--- src/rtl/cpue_pkg.sv ---
// ----------------------------------------------------------------------------
// cpue_pkg
// Shared widths, format codes and types for the code point unit encoder.
// ----------------------------------------------------------------------------
package cpue_pkg;

	localparam int CP_W       = 21;
	localparam int FMT_W      = 2;
	localparam int MAX_UNITS  = 4;
	localparam int IDX_W      = 2;
	localparam int CNT_W      = 3;

	localparam logic [FMT_W-1:0] FMT_ASCII = 2'd0;
	localparam logic [FMT_W-1:0] FMT_UTF8  = 2'd1;
	localparam logic [FMT_W-1:0] FMT_UTF16 = 2'd2;
	localparam logic [FMT_W-1:0] FMT_UTF32 = 2'd3;

	localparam logic [CP_W-1:0] ASCII_SUBST = CP_W'(8'h3f);

	// up to four units for one code point, unit 0 leaves first
	typedef struct packed {
		logic [MAX_UNITS-1:0][CP_W-1:0] unit;
		logic [CNT_W-1:0]               count;
	} enc_t;

endpackage

--- src/rtl/cpue_if.sv ---
// ----------------------------------------------------------------------------
// cpue_if
// Valid/ready channels: code points in, code units out.
// ----------------------------------------------------------------------------
interface cpue_cp_if
	import cpue_pkg::*;
	();
	logic            valid;
	logic            ready;
	logic [CP_W-1:0] code_point;

	modport source (output valid, output code_point, input ready);
	modport sink   (input valid, input code_point, output ready);
endinterface

interface cpue_unit_if
	import cpue_pkg::*;
	();
	logic            valid;
	logic            ready;
	logic [CP_W-1:0] code_unit;
	logic            last_unit;

	modport source (output valid, output code_unit, output last_unit, input ready);
	modport sink   (input valid, input code_unit, input last_unit, output ready);
endinterface

--- src/rtl/cpue_encode.sv ---
// ----------------------------------------------------------------------------
// cpue_encode
// Combinational encoding of one code point into its units for the chosen
// output format.
// ----------------------------------------------------------------------------
module cpue_encode
	import cpue_pkg::*;
(
	input  logic [CP_W-1:0]  code_point,
	input  logic [FMT_W-1:0] output_format,
	output enc_t             enc
);

	logic [CP_W-1:0] v;
	logic            bmp_ok;
	logic            supp_ok;

	assign v       = code_point - CP_W'(21'h10000);
	assign bmp_ok  = (code_point < CP_W'(21'hd800)) ||
	                 ((code_point >= CP_W'(21'he000)) && (code_point < CP_W'(21'h10000)));
	assign supp_ok = (code_point >= CP_W'(21'h10000)) && (code_point < CP_W'(21'h110000));

	always_comb begin
		enc.unit  = '0;
		enc.count = CNT_W'(1);
		case (output_format)
			FMT_ASCII: begin
				enc.unit[0] = (code_point > CP_W'(8'h7f)) ? ASCII_SUBST : code_point;
			end
			FMT_UTF8: begin
				if (code_point < CP_W'(12'h080)) begin
					enc.unit[0] = code_point;
				end else if (code_point < CP_W'(12'h800)) begin
					enc.unit[0] = {13'd0, 3'b110, code_point[10:6]};
					enc.unit[1] = {13'd0, 2'b10, code_point[5:0]};
					enc.count   = CNT_W'(2);
				end else if (code_point < CP_W'(21'h10000)) begin
					enc.unit[0] = {13'd0, 4'b1110, code_point[15:12]};
					enc.unit[1] = {13'd0, 2'b10, code_point[11:6]};
					enc.unit[2] = {13'd0, 2'b10, code_point[5:0]};
					enc.count   = CNT_W'(3);
				end else begin
					// values past the Unicode range still get a four-byte form
					enc.unit[0] = {13'd0, 5'b11110, code_point[20:18]};
					enc.unit[1] = {13'd0, 2'b10, code_point[17:12]};
					enc.unit[2] = {13'd0, 2'b10, code_point[11:6]};
					enc.unit[3] = {13'd0, 2'b10, code_point[5:0]};
					enc.count   = CNT_W'(4);
				end
			end
			FMT_UTF16: begin
				if (bmp_ok) begin
					enc.unit[0] = code_point;
				end else if (supp_ok) begin
					enc.unit[0] = {5'd0, 6'b110110, v[19:10]};
					enc.unit[1] = {5'd0, 6'b110111, v[9:0]};
					enc.count   = CNT_W'(2);
				end else begin
					// lone surrogates and out-of-range values drop out
					enc.count   = '0;
				end
			end
			default: begin
				enc.unit[0] = code_point;
			end
		endcase
	end

endmodule

--- src/rtl/code_point_unit_encoder.sv ---
// ----------------------------------------------------------------------------
// code_point_unit_encoder
// Encodes code points as ASCII, UTF-8, UTF-16 or UTF-32 code units.
// ----------------------------------------------------------------------------
//  channel   dir  payload                  handshake
//  cp_in     in   code_point[20:0]         valid/ready
//  unit_out  out  code_unit[20:0], last    valid/ready
//  cfg       in   cfg_wdata[1:0]           cfg_we, no back-pressure
//
//  Input register, then encoder into a unit buffer that drives the output.
//  One unit leaves per cycle while unit_out.ready is high; an item gives 1 to 4
//  units, and UTF-16 items that give no unit never make the buffer valid.
//  Reset sets the format to UTF-8 and empties both stages.
//  A stalled output holds the buffer; input still loads while the buffer's
//  last unit is being taken.
// ----------------------------------------------------------------------------
module code_point_unit_encoder
	import cpue_pkg::*;
(
	input  logic             clk,
	input  logic             arst_n,
	input  logic             cfg_we,
	input  logic [FMT_W-1:0] cfg_wdata,
	cpue_cp_if.sink          cp_in,
	cpue_unit_if.source      unit_out
);

	logic [FMT_W-1:0]               output_format_q;
	logic                           valid_s1;
	logic [CP_W-1:0]                code_point_s1;
	logic                           valid_s2;
	logic [MAX_UNITS-1:0][CP_W-1:0] unit_s2;
	logic [IDX_W-1:0]               idx_s2;
	logic [IDX_W-1:0]               last_idx_s2;
	enc_t                           enc;
	logic                           s2_last;
	logic                           s2_free;
	logic                           s1_move;
	logic                           out_take;

	always_ff @(posedge clk or negedge arst_n) begin
		if (!arst_n) begin
			output_format_q <= FMT_UTF8;
		end else if (cfg_we) begin
			output_format_q <= cfg_wdata;
		end
	end

	cpue_encode u_encode (
		.code_point    (code_point_s1),
		.output_format (output_format_q),
		.enc           (enc)
	);

	assign out_take = valid_s2 && unit_out.ready;
	assign s2_last  = idx_s2 == last_idx_s2;
	assign s2_free  = !valid_s2 || (out_take && s2_last);
	assign s1_move  = valid_s1 && s2_free;
	assign cp_in.ready = !valid_s1 || s2_free;

	always_ff @(posedge clk or negedge arst_n) begin
		if (!arst_n) begin
			valid_s1 <= 1'b0;
		end else if (cp_in.ready) begin
			valid_s1 <= cp_in.valid;
		end
	end

	always_ff @(posedge clk) begin
		if (cp_in.ready && cp_in.valid) begin
			code_point_s1 <= cp_in.code_point;
		end
	end

	always_ff @(posedge clk or negedge arst_n) begin
		if (!arst_n) begin
			valid_s2 <= 1'b0;
			idx_s2   <= '0;
		end else if (s2_free) begin
			valid_s2 <= s1_move && (enc.count != '0);
			idx_s2   <= '0;
		end else if (out_take) begin
			idx_s2   <= idx_s2 + IDX_W'(1);
		end
	end

	always_ff @(posedge clk) begin
		if (s1_move) begin
			unit_s2     <= enc.unit;
			last_idx_s2 <= IDX_W'(enc.count - CNT_W'(1));
		end
	end

	assign unit_out.valid     = valid_s2;
	assign unit_out.code_unit = unit_s2[idx_s2];
	assign unit_out.last_unit = s2_last;

`ifndef SYNTHESIS
	a_idx_in_range: assert property (@(posedge clk) disable iff (!arst_n)
		valid_s2 |-> idx_s2 <= last_idx_s2)
		else $error("unit index past last unit");

	a_last_restarts: assert property (@(posedge clk) disable iff (!arst_n)
		(out_take && s2_last) |=> idx_s2 == '0)
		else $error("unit index not cleared after last unit");

	a_mid_holds_input: assert property (@(posedge clk) disable iff (!arst_n)
		(valid_s1 && valid_s2 && !(out_take && s2_last)) |-> !cp_in.ready)
		else $error("input taken while both stages are busy");

	a_advance: assert property (@(posedge clk) disable iff (!arst_n)
		(out_take && !s2_last) |=> valid_s2 && idx_s2 == $past(idx_s2) + IDX_W'(1))
		else $error("unit index did not advance");
`endif

endmodule

--- src/flat_wrapper.sv ---
// flat-port wrapper written by rule: the top's interface ports become plain ports
module code_point_unit_encoder_flat import cpue_pkg::*;
  (clk, arst_n, cfg_we, cfg_wdata, cp_in_valid, cp_in_code_point, cp_in_ready, unit_out_valid, unit_out_code_unit, unit_out_last_unit, unit_out_ready);
  cpue_cp_if cp_in_i ();
  cpue_unit_if unit_out_i ();
  input  logic clk;
  input  logic arst_n;
  input  logic cfg_we;
  input  logic [FMT_W-1:0] cfg_wdata;
  input wire logic [$bits(cp_in_i.valid)-1:0] cp_in_valid;
  input wire logic [$bits(cp_in_i.code_point)-1:0] cp_in_code_point;
  output wire logic [$bits(cp_in_i.ready)-1:0] cp_in_ready;
  output wire logic [$bits(unit_out_i.valid)-1:0] unit_out_valid;
  output wire logic [$bits(unit_out_i.code_unit)-1:0] unit_out_code_unit;
  output wire logic [$bits(unit_out_i.last_unit)-1:0] unit_out_last_unit;
  input wire logic [$bits(unit_out_i.ready)-1:0] unit_out_ready;
  assign cp_in_i.valid = cp_in_valid;
  assign cp_in_i.code_point = cp_in_code_point;
  assign cp_in_ready = cp_in_i.ready;
  assign unit_out_valid = unit_out_i.valid;
  assign unit_out_code_unit = unit_out_i.code_unit;
  assign unit_out_last_unit = unit_out_i.last_unit;
  assign unit_out_i.ready = unit_out_ready;
  code_point_unit_encoder u_core (.clk(clk), .arst_n(arst_n), .cfg_we(cfg_we), .cfg_wdata(cfg_wdata), .cp_in(cp_in_i), .unit_out(unit_out_i));
endmodule
--- config.mk ---
export PLATFORM = sky130hd
export DESIGN_NAME = code_point_unit_encoder_flat
export DESIGN_NICKNAME = d
export VERILOG_FILES = /design/src/rtl/cpue_pkg.sv /design/src/rtl/cpue_if.sv /design/src/rtl/cpue_encode.sv /design/src/rtl/code_point_unit_encoder.sv /design/src/flat_wrapper.sv
export SDC_FILE = /design/constraint.sdc
export NUM_CORES = 1
export LEC_CHECK = 0
export BUFFER_PORTS_ARGS = -buffer_cell sky130_fd_sc_hd__buf_4
export CORE_MARGIN = 3
export CORE_UTILIZATION = 58
export DETAILED_ROUTE_END_ITERATION = 8
export PLACE_DENSITY = 0.86
export RECOVER_POWER = 100
export SLEW_MARGIN = 20
export SYNTH_ARGS = -nofsm -noshare
export SYNTH_HDL_FRONTEND = slang
export SYNTH_SLANG_ARGS = --single-unit
--- constraint.sdc ---
create_clock -name clk -period 5 [get_ports clk]
set_input_delay 0.25 -clock clk [delete_from_list [all_inputs] [get_ports clk]]
set_output_delay 0.25 -clock clk [all_outputs]
set_load 0.01 [all_outputs]
Word-level counts from Yosys, hierarchy flattened
Index checks and enable logic that the tools add are counted.

Add/subtract/negate cells: 3. $lt $le $gt $ge: 9. Equal/unequal tests: 3. Muxes and demuxes: 19. Bitwise logic cells: 1. Reduce and logical (&&, ||, !) cells: 17.

Operator list (count): 21-bit 2-to-1 mux (5); 21-bit one-hot mux with 3 select lines (1); 51-bit 2-to-1 mux (1); 45-bit 2-to-1 mux (1); 21-bit binary-select mux with 2-bit select (1); 21-bit one-hot mux with 2 select lines (1); 37-bit 2-to-1 mux (1); 21-bit by 16-bit >= comparator with 1-bit output (second input constant) (1); 21-bit by 17-bit >= comparator with 1-bit output (second input constant) (1); 21-bit by 7-bit > comparator with 1-bit output (second input constant) (1); 21-bit by 12-bit < comparator with 1-bit output (second input constant) (1); 21-bit by 16-bit < comparator with 1-bit output (second input constant) (1); 21-bit by 17-bit < comparator with 1-bit output (second input constant) (1); 21-bit < comparator (second input constant) (1); 21-bit by 8-bit < comparator with 1-bit output (second input constant) (1); 20-bit by 17-bit subtractor with 20-bit output (second input constant) (1); 16-bit 2-to-1 mux (1); 8-bit 2-to-1 mux (1); 1-bit logical AND (7); 2-bit 2-to-1 mux (3); 3-bit 2-to-1 mux (2); 3-bit one-hot mux with 2 select lines (1); 4-bit OR reduction (1); 1-bit logical OR (3); 12 further kinds (13).

Flip-flop bits (word level): 113. Input bits: 28. Output and inout port bits: 24. Word-level logic and storage cells: 63.

Logic depth before layout (Yosys ltp)
Gate-level depths: netlist of run 1.

Depth in word-level cells: 7. Depth in mapped cells: 10. Gate-level depth less buffers: 8.

Hierarchy
From an unflattened synthesis of run 1, not the netlist that was laid out.

Cell total of the unflattened synthesis: 376. Area, all modules: 5502.8 um2.

By module, submodules not included: code_point_unit_encoder (instances 1, cells each 163, area each 4067.7 um2); cpue_encode (instances 1, cells each 213, area each 1435.1 um2).

Worst setup path before layout of run 1
No wires, ideal clock.

Path kind: register to register. From: register u_core.idx_s2[1]. To: register u_core.last_idx_s2[0] (enable). Library setup time: 0.459 ns. Arrival: 3.341 ns. Required time: 4.541 ns. Setup slack: 1.200 ns. Cell stages (with the launch flop): 6. Buffers on the path: 1. Period minus slack after synthesis: 3.800 ns. Cell sequence: dfrtp_1 -> clkbuf_1 -> xor2_1 -> nor2_1 -> a21boi_0 -> nor2b_1.

Word-level cells in the longest chain between the ends: 4.

RTL lines: from (decl) (line code_point_unit_encoder.sv:33) `logic [IDX_W-1:0] idx_s2;`; from (signal assigned) (line code_point_unit_encoder.sv:83) `idx_s2 <= idx_s2 + IDX_W'(1);`; 2-bit equality test (line code_point_unit_encoder.sv:56) `assign s2_last = idx_s2 == last_idx_s2;`; via unit_out_last_unit (line flat_wrapper.sv:15) `output wire logic [$bits(unit_out_i.last_unit)-1:0] unit_out_last_unit;`; 1-bit logical AND (line code_point_unit_encoder.sv:57) `assign s2_free = !valid_s2 || (out_take && s2_last);`; 1-bit logical OR (line code_point_unit_encoder.sv:57); 1-bit logical AND (line code_point_unit_encoder.sv:58) `assign s1_move = valid_s1 && s2_free;`; via u_core.s1_move (line code_point_unit_encoder.sv:38) `logic s1_move;`; to (signal assigned) (line code_point_unit_encoder.sv:90) `last_idx_s2 <= IDX_W'(enc.count - CNT_W'(1));`; to (decl) (line code_point_unit_encoder.sv:34) `logic [IDX_W-1:0] last_idx_s2;`.

The timed path passes the listed nets, and every way through them passes these cells. A chain may end at the register's enable or synchronous reset.

Worst setup path after layout of run 1
From: register u_core.idx_s2[0]. To: register u_core.unit_s2[12] (netlist name) (enable).

Word-level cells in the longest chain between the ends: 4.

RTL lines: 2-bit equality test (line code_point_unit_encoder.sv:56); 1-bit logical AND (line code_point_unit_encoder.sv:57); 1-bit logical OR (line code_point_unit_encoder.sv:57); 1-bit logical AND (line code_point_unit_encoder.sv:58); via u_core.s1_move (line code_point_unit_encoder.sv:38); to (signal assigned) (line code_point_unit_encoder.sv:89) `unit_s2 <= enc.unit;`; to (decl) (line code_point_unit_encoder.sv:32) `logic [MAX_UNITS-1:0][CP_W-1:0] unit_s2;`.

The timed path passes the listed nets, and every way through them passes these cells.

==> results of run 1 <==
-- state kept, by name (all words and copies together) (netlist names) --
signal                  flops
u_core.output_format_q      2
u_core.code_point_s1       21
u_core.unit_s2             46
u_core.unit_out.valid       1
u_core.last_idx_s2          2
u_core.idx_s2               2
u_core.valid_s1             1
-- through the flow --
step	worst slack, ns	std cells	util	total power, uW	cell area, sq um
after floorplan	1.20	329	-	1800	3900
after global placement	2.09	444	0.675	2180	4330
after detailed placement	2.09	445	0.679	2250	4360
after CTS	2.05	462	0.709	2690	4550
after global routing	0.981	462	0.689	2720	4430
final	1.40	462	0.689	2570	4430
-- power by group through the flow --
stage | Combinational, uW | Clock, uW | Sequential [uW]
after floorplan | 637 | 0 | 1160
after global routing | 951 | 473 | 1290
after CTS | 981 | 445 | 1260
after global placement | 915 | 0 | 1260
final | 865 | 436 | 1260
after detailed placement | 977 | 0 | 1270
-- final cells by class --
class | count | area [sq um]
multi-input cells | 226 | 1530
fillers | 500 | 1990
flip-flops and latches | 75 | 2220
clock inverters | 7 | 58.8
repair buffers | 53 | 342
well taps | 77 | 96.3
clock buffers | 9 | 124
inverters | 15 | 56.3
-- per-layer routing --
metal  share of wire  vias up  GRT usage
met2            0.45      190      0.377
li1                -     1341          -
met1            0.42     1394      0.369
met4           0.027        0     0.0907
met5               0        -          0
met3            0.10       29     0.0696
-- logic make-up (layout without fill, tap and decap cells) --
kind of cell	count (synthesis)	count (layout)	share of synthesized area
buffers and inverters	28	84	0.0282
AOI/OAI and AO/OA	80	80	0.143
adders and majority gates	8	8	0.0257
xor gates and xnor gates	4	4	0.0109
and+or+nand+nor	120	120	0.163
DFF	75	75	0.570
muxes	14	14	0.0590
-- what timing repair did --
item	4_1_cts	5_1_grt
hold buffers	1	0
endpoints found under the setup margin	0	0
hold endpoints to repair	6	0
-- cell usage after synthesis (6+ instances only) --
library cell | instances | area, sq um
a21oi_1 | 25 | 125
and2_1 | 14 | 87.6
clkbuf_1 | 9 | 33.8
edfxtp_1 | 69 | 2070
ha_1 | 8 | 100
inv_1 | 15 | 56.3
mux4_2 | 7 | 158
nand2_1 | 27 | 101
nand2b_1 | 7 | 43.8
nand3_1 | 12 | 60.1
nor2_1 | 30 | 113
nor2b_1 | 6 | 37.5
o21a_1 | 8 | 60.1
o2bb2ai_1 | 6 | 52.6
-- worst min-delay path by stage --
stage | from | endpoint | slack [ns] | cells past startpoint
6_report | cfg_we | u_core.output_format_q[0]$_DFFE_PN1P_ | 0.08 | 2
5_1_grt | cfg_we | u_core.output_format_q[0]$_DFFE_PN1P_ | 0.08 | 2
4_1_cts | cfg_we | u_core.output_format_q[0]$_DFFE_PN1P_ | 0.06 | 2
3_5_place_dp | arst_n | u_core.idx_s2[0]$_DFFE_PN0P_ | 0.07 | 1
3_3_place_gp | arst_n | u_core.idx_s2[1]$_DFFE_PN0P_ | 0.06 | 1
2_1_floorplan | arst_n | u_core.idx_s2[0]$_DFFE_PN0P_ | -0.05 | 0
==> summary.txt, run 1 <==
Worst setup path
  – Crit path buf inv count: 1
  – Slowest stage delay, CP: 1.53 ns
  – Max FO, Critical Path: 27
  – R2r setup slk: 1.40 ns
  – Crit path DAT: 3.64 ns
  – Reg-to-Reg End: u_core.unit_s2[12]$_DFFE_PP_
  – R2R cell count: 5
  – Worst Path Required: 5.04 ns
  – Crit-path leading delay family: simple AND/OR/NAND/NOR gates
  – RR Startpoint: u_core.idx_s2[0]$_DFFE_PN0P_
  – Critical path capture point type: register
  – Worst setup startpoint: u_core.idx_s2[0]$_DFFE_PN0P_
  – CP endpoint: u_core.unit_s2[12]$_DFFE_PP_
  – Slowest CP cell: nor2b_1
  – Critical path, cell by cell: xor2_1 -> nor2_1 -> a21boi_0 -> nor2b_1 -> buf_16
  – Crit Path Class: register to register
  – CP Depth: 5
  – Startpoint class of the critical path: register

Die
  – DIE HEIGHT: 88 um
  – Effective utilization at floorplan: 0.607
  – Die area: 0.00774 sq mm
  – Top Ports: 52
  – Die W: 88 um
  – Core Box Area: 0.00642 sq mm
  – Site Rows: 29

Placement
  – Post-DP HPWL: 6610 um
  – Global placer's final weighted congestion: 0.992
  – IO Port Bufs: 51

Clock tree
  – Clock latency at the later pin of the worst-skew pair: 0.34 ns
  – Cts bufs inserted: 9
  – Post-CTS Setup Bufs: 0
  – Clk slew on worst S/H paths: 0.07 ns
  – Clk root buf: clkbuf_8
  – Clock Sinks: 75
  – CTS tree: yes
  – Number of H-tree levels: 3
  – Clk buf depth: 2
  – CTS resizes: 0

GRT
  – Grt ovf: 0
  – Largest net degree at the start of global routing: 28
  – Vias in the first global route: 2775
  – First-pass GRT wire length: 14800 um
  – Total GRT Usage: 0.257
  – Initial antenna violation count: 0

Outcome
  – Status: complete, but fails checks
  – Failing checks: capacitance limit, slew limit

Synth
  – EDFF count, synth: 69
  – Mapped cell area: 0.00390 sq mm
  – Yosys reg bits: 75
  – Mapped Cells: 329
  – Main synth FF type: edfxtp_1
  – Syn nets: 365
  – Sequential-to-total area share from yosys stat: 0.570
  – Count of cell types in the netlist: 58
  – Ys Warns: 0
  – FFs w/ async S/R, synth: 0.0800
  – Syn_area_per_cell: 11.9 sq um

STA
  – RSZ-0062 raised after global routing: no
  – Final Skew: 0.00698 ns
  – Final Setup Violations: 0
  – Final Max Tran Viols: 22
  – Max Clk Rate: 278 MHz
  – Worst-margin pin slew: 2.01 ns
  – TNS Setup: 0 ns
  – Final hold viol count: 0
  – Final Cycle Share: 0.720
  – Worst hold slack: 0.0765 ns
  – Crit path time final: 3.60 ns
  – Relative slew slack: -0.340

Power
  – Max VDD drop: 0.374 mV
  – P_sw: 942 uW
  – Pwr Density: 579 mW/mm^2
  – Switching share of power: 0.367
  – Comb power frac: 0.337
  – Clock Power Share: 0.170
  – P_leak: 0.00157 uW
  – Seq pwr share: 0.493
  – Internal: 1620 uW

Layout
  – Commonest non-fill, non-tap cell in the layout: edfxtp_1
  – Ant diodes: 0
  – Ratio of cells with drive above 1 in the final layout: 0.156
  – Most frequent cells in the layout: edfxtp_1, nor2_1, nand2_1
  – Area grow syn2layout: 13.5%
  – Nets@finish: 416

Drt
  – Drt drc: 0
  – Drt initial violations: 328
  – Vias/cell: 6.39
  – Pre-Repair DR Iteration Count: 6
  – Drt total wl: 9230 um
  – DR WL/cell: 20.0 um
  – Vias after detailed routing: 2954
  – Post-detailed-route count of antenna-violating nets: 0

Run
  – Max cap viols: 1

Worst hold path
  – Worst min-delay path category: input port to register
(Power assumes the default switching activity.)
==> inputs of run 2 (changes only) <==
- ABC_AREA: default -> 1
- CORE_UTILIZATION: 58 -> 59
- PLACE_DENSITY: 0.86 -> 0.87
- clock period: 5 -> 3.65 ns (I/O delays scaled with it)
==> summary.txt, run 2 <==
Outcome
  – Status: complete, no violations

Worst hold path
  – Worst min-delay path category: input port to register
  – Worst Hold Path Cells: 2 (unchanged)

Power
  – Clock Power Share: 0.223 (+0.053)
  – Max VDD drop: 0.410 mV (+9.5%)
  – Pwr Density: 652 mW/mm^2 (+12%)
  – P_leak: 0.00211 uW (+34%)
  – Switching share of power: 0.398 (+0.0303)
  – Comb power frac: 0.334 (-0.003)
  – Internal: 1940 uW (+20%)
  – Seq pwr share: 0.443 (-0.050)
  – Total power: 3230 uW (+26%)
  – P_sw: 1280 uW (+36%)

Die
  – Core Box Area: 0.00698 sq mm (+8.7%)
  – Top Ports: 52 (unchanged)
  – DIE HEIGHT: 92.1 um (+4.6%)
  – Die W: 92.1 um (+4.6%)
  – Site Rows: 30 (+3.4%)
  – Die area: 0.00848 sq mm (+9.5%)
  – Effective utilization at floorplan: 0.626 (+0.0187)

Synth
  – Largest family of logic cells by synthesized area: simple AND/OR/NAND/NOR gates
  – Mapped Cells: 502 (+53%)
  – Syn_area_per_cell: 8.71 sq um (-27%)
  – Synth Area in Adders: 0.0229 (-0.00276)
  – Main synth FF type: edfxtp_1
  – Largest area contributor in the netlist: edfxtp_1
  – EDFF count, synth: 69 (unchanged)
  – Dominant cells by area after synthesis: edfxtp_1, nand2_1, nor2_1
  – Yosys reg bits: 75 (unchanged)
  – Count of cell types in the netlist: 37 (-36%)
  – Sequential-to-total area share from yosys stat: 0.509 (-0.0614)
  – Mapped cell area: 0.00437 sq mm (+12%)
  – Mux contribution to synthesized area: 0 (-0.0590)
  – FFs w/ async S/R, synth: 0.0800 (unchanged)
  – Top post-synthesis cells by count: nand2_1, edfxtp_1, nor2_1, inv_1, nand3_1
  – Simple-gate share of the synthesized area: 0.302 (+0.139)
  – Complex-gate fraction of the synthesized area: 0.0913 (-0.0518)
  – Ys Warns: 0 (unchanged)
  – Post-synth top area share: 0.474 (-0.0572)
  – Syn nets: 538 (+47%)
  – XOR/XNOR Fraction of Synth Area: 0.00601 (-0.00490)
  – Most common cell in the netlist: nand2_1

Worst setup path
  – Critical path, cell by cell: nor2_1 -> nand2_1 -> nor2_4 -> nand2_1 -> nand3_1 -> clkinvlp_2 -> nand2_1 -> a21oi_1
  – R2R cell count: 8 (+3)
  – Worst Path Required: 3.74 ns (-1.30 ns)
  – Slowest stage delay, CP: 0.49 ns (-1.04 ns)
  – Crit path DAT: 2.94 ns (-0.70 ns)
  – Slowest CP cell: edfxtp_1
  – Crit Path Class: register to register
  – Max FO, Critical Path: 22 (-19%)
  – CP most frequent cell: nand2_1
  – Critical path capture point type: register
  – Startpoint class of the critical path: register

Placement
  – Global placer's final weighted congestion: 0.982 (-1.1%)
  – IO Port Bufs: 51 (unchanged)
  – Post-DP HPWL: 8180 um (+24%)
  – DP Worst Slack: 1.27 ns (-0.821 ns)

STA
  – Final hold viol count: 0 (unchanged)
  – Relative slew slack: 0.248 (+0.588)
  – Final Max Tran Viols: 0 (-100%)
  – Max Clk Rate: 351 MHz (+26%)
  – RSZ-0062 raised after global routing: no
  – Crit path time final: 2.85 ns (-0.748 ns)
  – Worst-margin pin slew: 1.13 ns (-0.878 ns)
  – Final Cycle Share: 0.781 (+0.0613)
  – Final Skew: 0.0127 ns (+0.00569 ns)
  – Final setup margin: 0.798 ns (-0.602 ns)
  – TNS Setup: 0 ns (unchanged)
  – Worst hold slack: 0.0149 ns (-0.0616 ns)
  – Final Setup Violations: 0 (unchanged)

Drt
  – Vias after detailed routing: 3735 (+26%)
  – Drt drc: 0 (unchanged)
  – Post-detailed-route count of antenna-violating nets: 0 (unchanged)
  – Vias/cell: 5.68 (-11%)
  – Pre-Repair DR Iteration Count: 6 (unchanged)
  – DR WL/cell: 16.9 um (-15%)
  – Drt initial violations: 415 (+27%)
  – Drt total wl: 11100 um (+21%)

Clock tree
  – Clock latency at the later pin of the worst-skew pair: 0.36 ns (+0.02 ns)
  – Cts bufs inserted: 9 (unchanged)
  – Post-CTS Setup Bufs: 0 (unchanged)
  – Clk root buf: clkbuf_8
  – Clock Sinks: 75 (unchanged)
  – CTS tree: yes
  – Clk slew on worst S/H paths: 0.09 ns (+0.02 ns)
  – Number of H-tree levels: 3 (unchanged)
  – Clk buf depth: 2 (unchanged)

GRT
  – Initial antenna violation count: 0 (unchanged)
  – Total GRT Usage: 0.276 (+0.0193)
  – First-pass GRT wire length: 18200 um (+23%)
  – Largest net degree at the start of global routing: 49 (+75%)
  – Grt ovf: 0 (unchanged)
  – Vias in the first global route: 3484 (+26%)

Layout
  – Ratio of cells with drive above 1 in the final layout: 0.125 (-0.0311)
  – Nets@finish: 592 (+42%)
  – Multi-input logic area: 0.00179 sq mm (+17%)
  – Biggest register: u_core.unit_s2
  – Fill cells: 605 (+21%)
  – Area grow syn2layout: 13.3%
  – Ant diodes: 0 (unchanged)
  – Commonest non-fill, non-tap cell in the layout: nand2_1
  – Largest registers: u_core.unit_s2 (46), u_core.code_point_s1 (21)
  – Most frequent cells in the layout: nand2_1, edfxtp_1, nor2_1
  – Finished Core Util: 0.709 (+0.0199)
  – Register area: 0.00222 sq mm (unchanged)
  – Max reg flops: 46 (unchanged)

Run
  – Max cap viols: 0 (-1)
run 2: routing by layer:
| metal | global-route usage | up-vias | part of all wire |
|---|---|---|---|
| met4 | 0.0903 | 0 | 0.028 |
| met2 | 0.437 | 177 | 0.46 |
| li1 | - | 1792 | - |
| met1 | 0.390 | 1737 | 0.44 |
| met3 | 0.0443 | 29 | 0.068 |
| met5 | 0 | - | 0 |
run 2: final timing paths:
check / start / endpoint / slack, ns
setup / recovery: u_core.code_point_s1[20]$_DFFE_PP_ / u_core.unit_s2[22]$_DFFE_PP_ / 0.80
hold / removal: cfg_we / u_core.output_format_q[0]$_DFFE_PN1P_ / 0.01
setup reg to reg: u_core.code_point_s1[20]$_DFFE_PP_ / u_core.unit_s2[22]$_DFFE_PP_ / 0.80
hold reg to reg: u_core.valid_s1$_DFFE_PN0N_ / u_core.unit_out.valid$_DFFE_PN0P_ / 0.50
max in group asynchronous: arst_n / u_core.output_format_q[0]$_DFFE_PN1P_ / 3.07
min in group asynchronous: arst_n / u_core.idx_s2[0]$_DFFE_PN0P_ / 0.25
run 2: cells by family after synthesis:
family | Yosys count
DFF | 75
and+or+nand+nor | 273
xor gates and xnor gates | 3
adders and majority gates | 8
AOI/OAI and AO/OA | 72
buffers and inverters | 71
run 2: timing repair:
item | in CTS | in global routing
resized for setup | 0 | 0
hold buffers | 8 | 2
setup endpoints to repair | 0 | 0
hold endpoints to repair | 13 | 2
run 2: through the flow:
step           std cells  instance area [sq um]
2_1_floorplan        502                   4370
3_3_place_gp         631                   4790
3_5_place_dp         631                   4790
4_1_cts              655                   5100
5_1_grt              657                   4950
6_report             657                   4950
run 2: worst max-delay path: cells and delay by family, from the launching register on:
| family | cells | cell delay, ns |
|---|---|---|
| AND/OR/NAND/NOR | 6 | 1.60 |
| buffers and inverters | 1 | 0.41 |
| flip-flops | 1 | 0.49 |
| AO/OA/AOI/OAI | 1 | 0.10 |
run 2: power by group through the flow:
stage	Sequential [uW]	Combinational, uW	Clock [uW]
CTS	1420	1220	719
floorplan	1350	813	0
finish	1430	1080	718
global route	1460	1210	760
global placement	1430	1180	0
detailed placement	1440	1210	0
run 2: layout make-up:
| class | count | share of cell area |
|---|---|---|
| clock buffer | 9 | 0.0250 |
| clock inverter | 7 | 0.0200 |
| inverter | 51 | 0.0392 |
| multi-input combinational | 356 | 0.362 |
| sequential | 75 | 0.449 |
| tap | 96 | 0.0243 |
| timing repair buffer | 63 | 0.0803 |
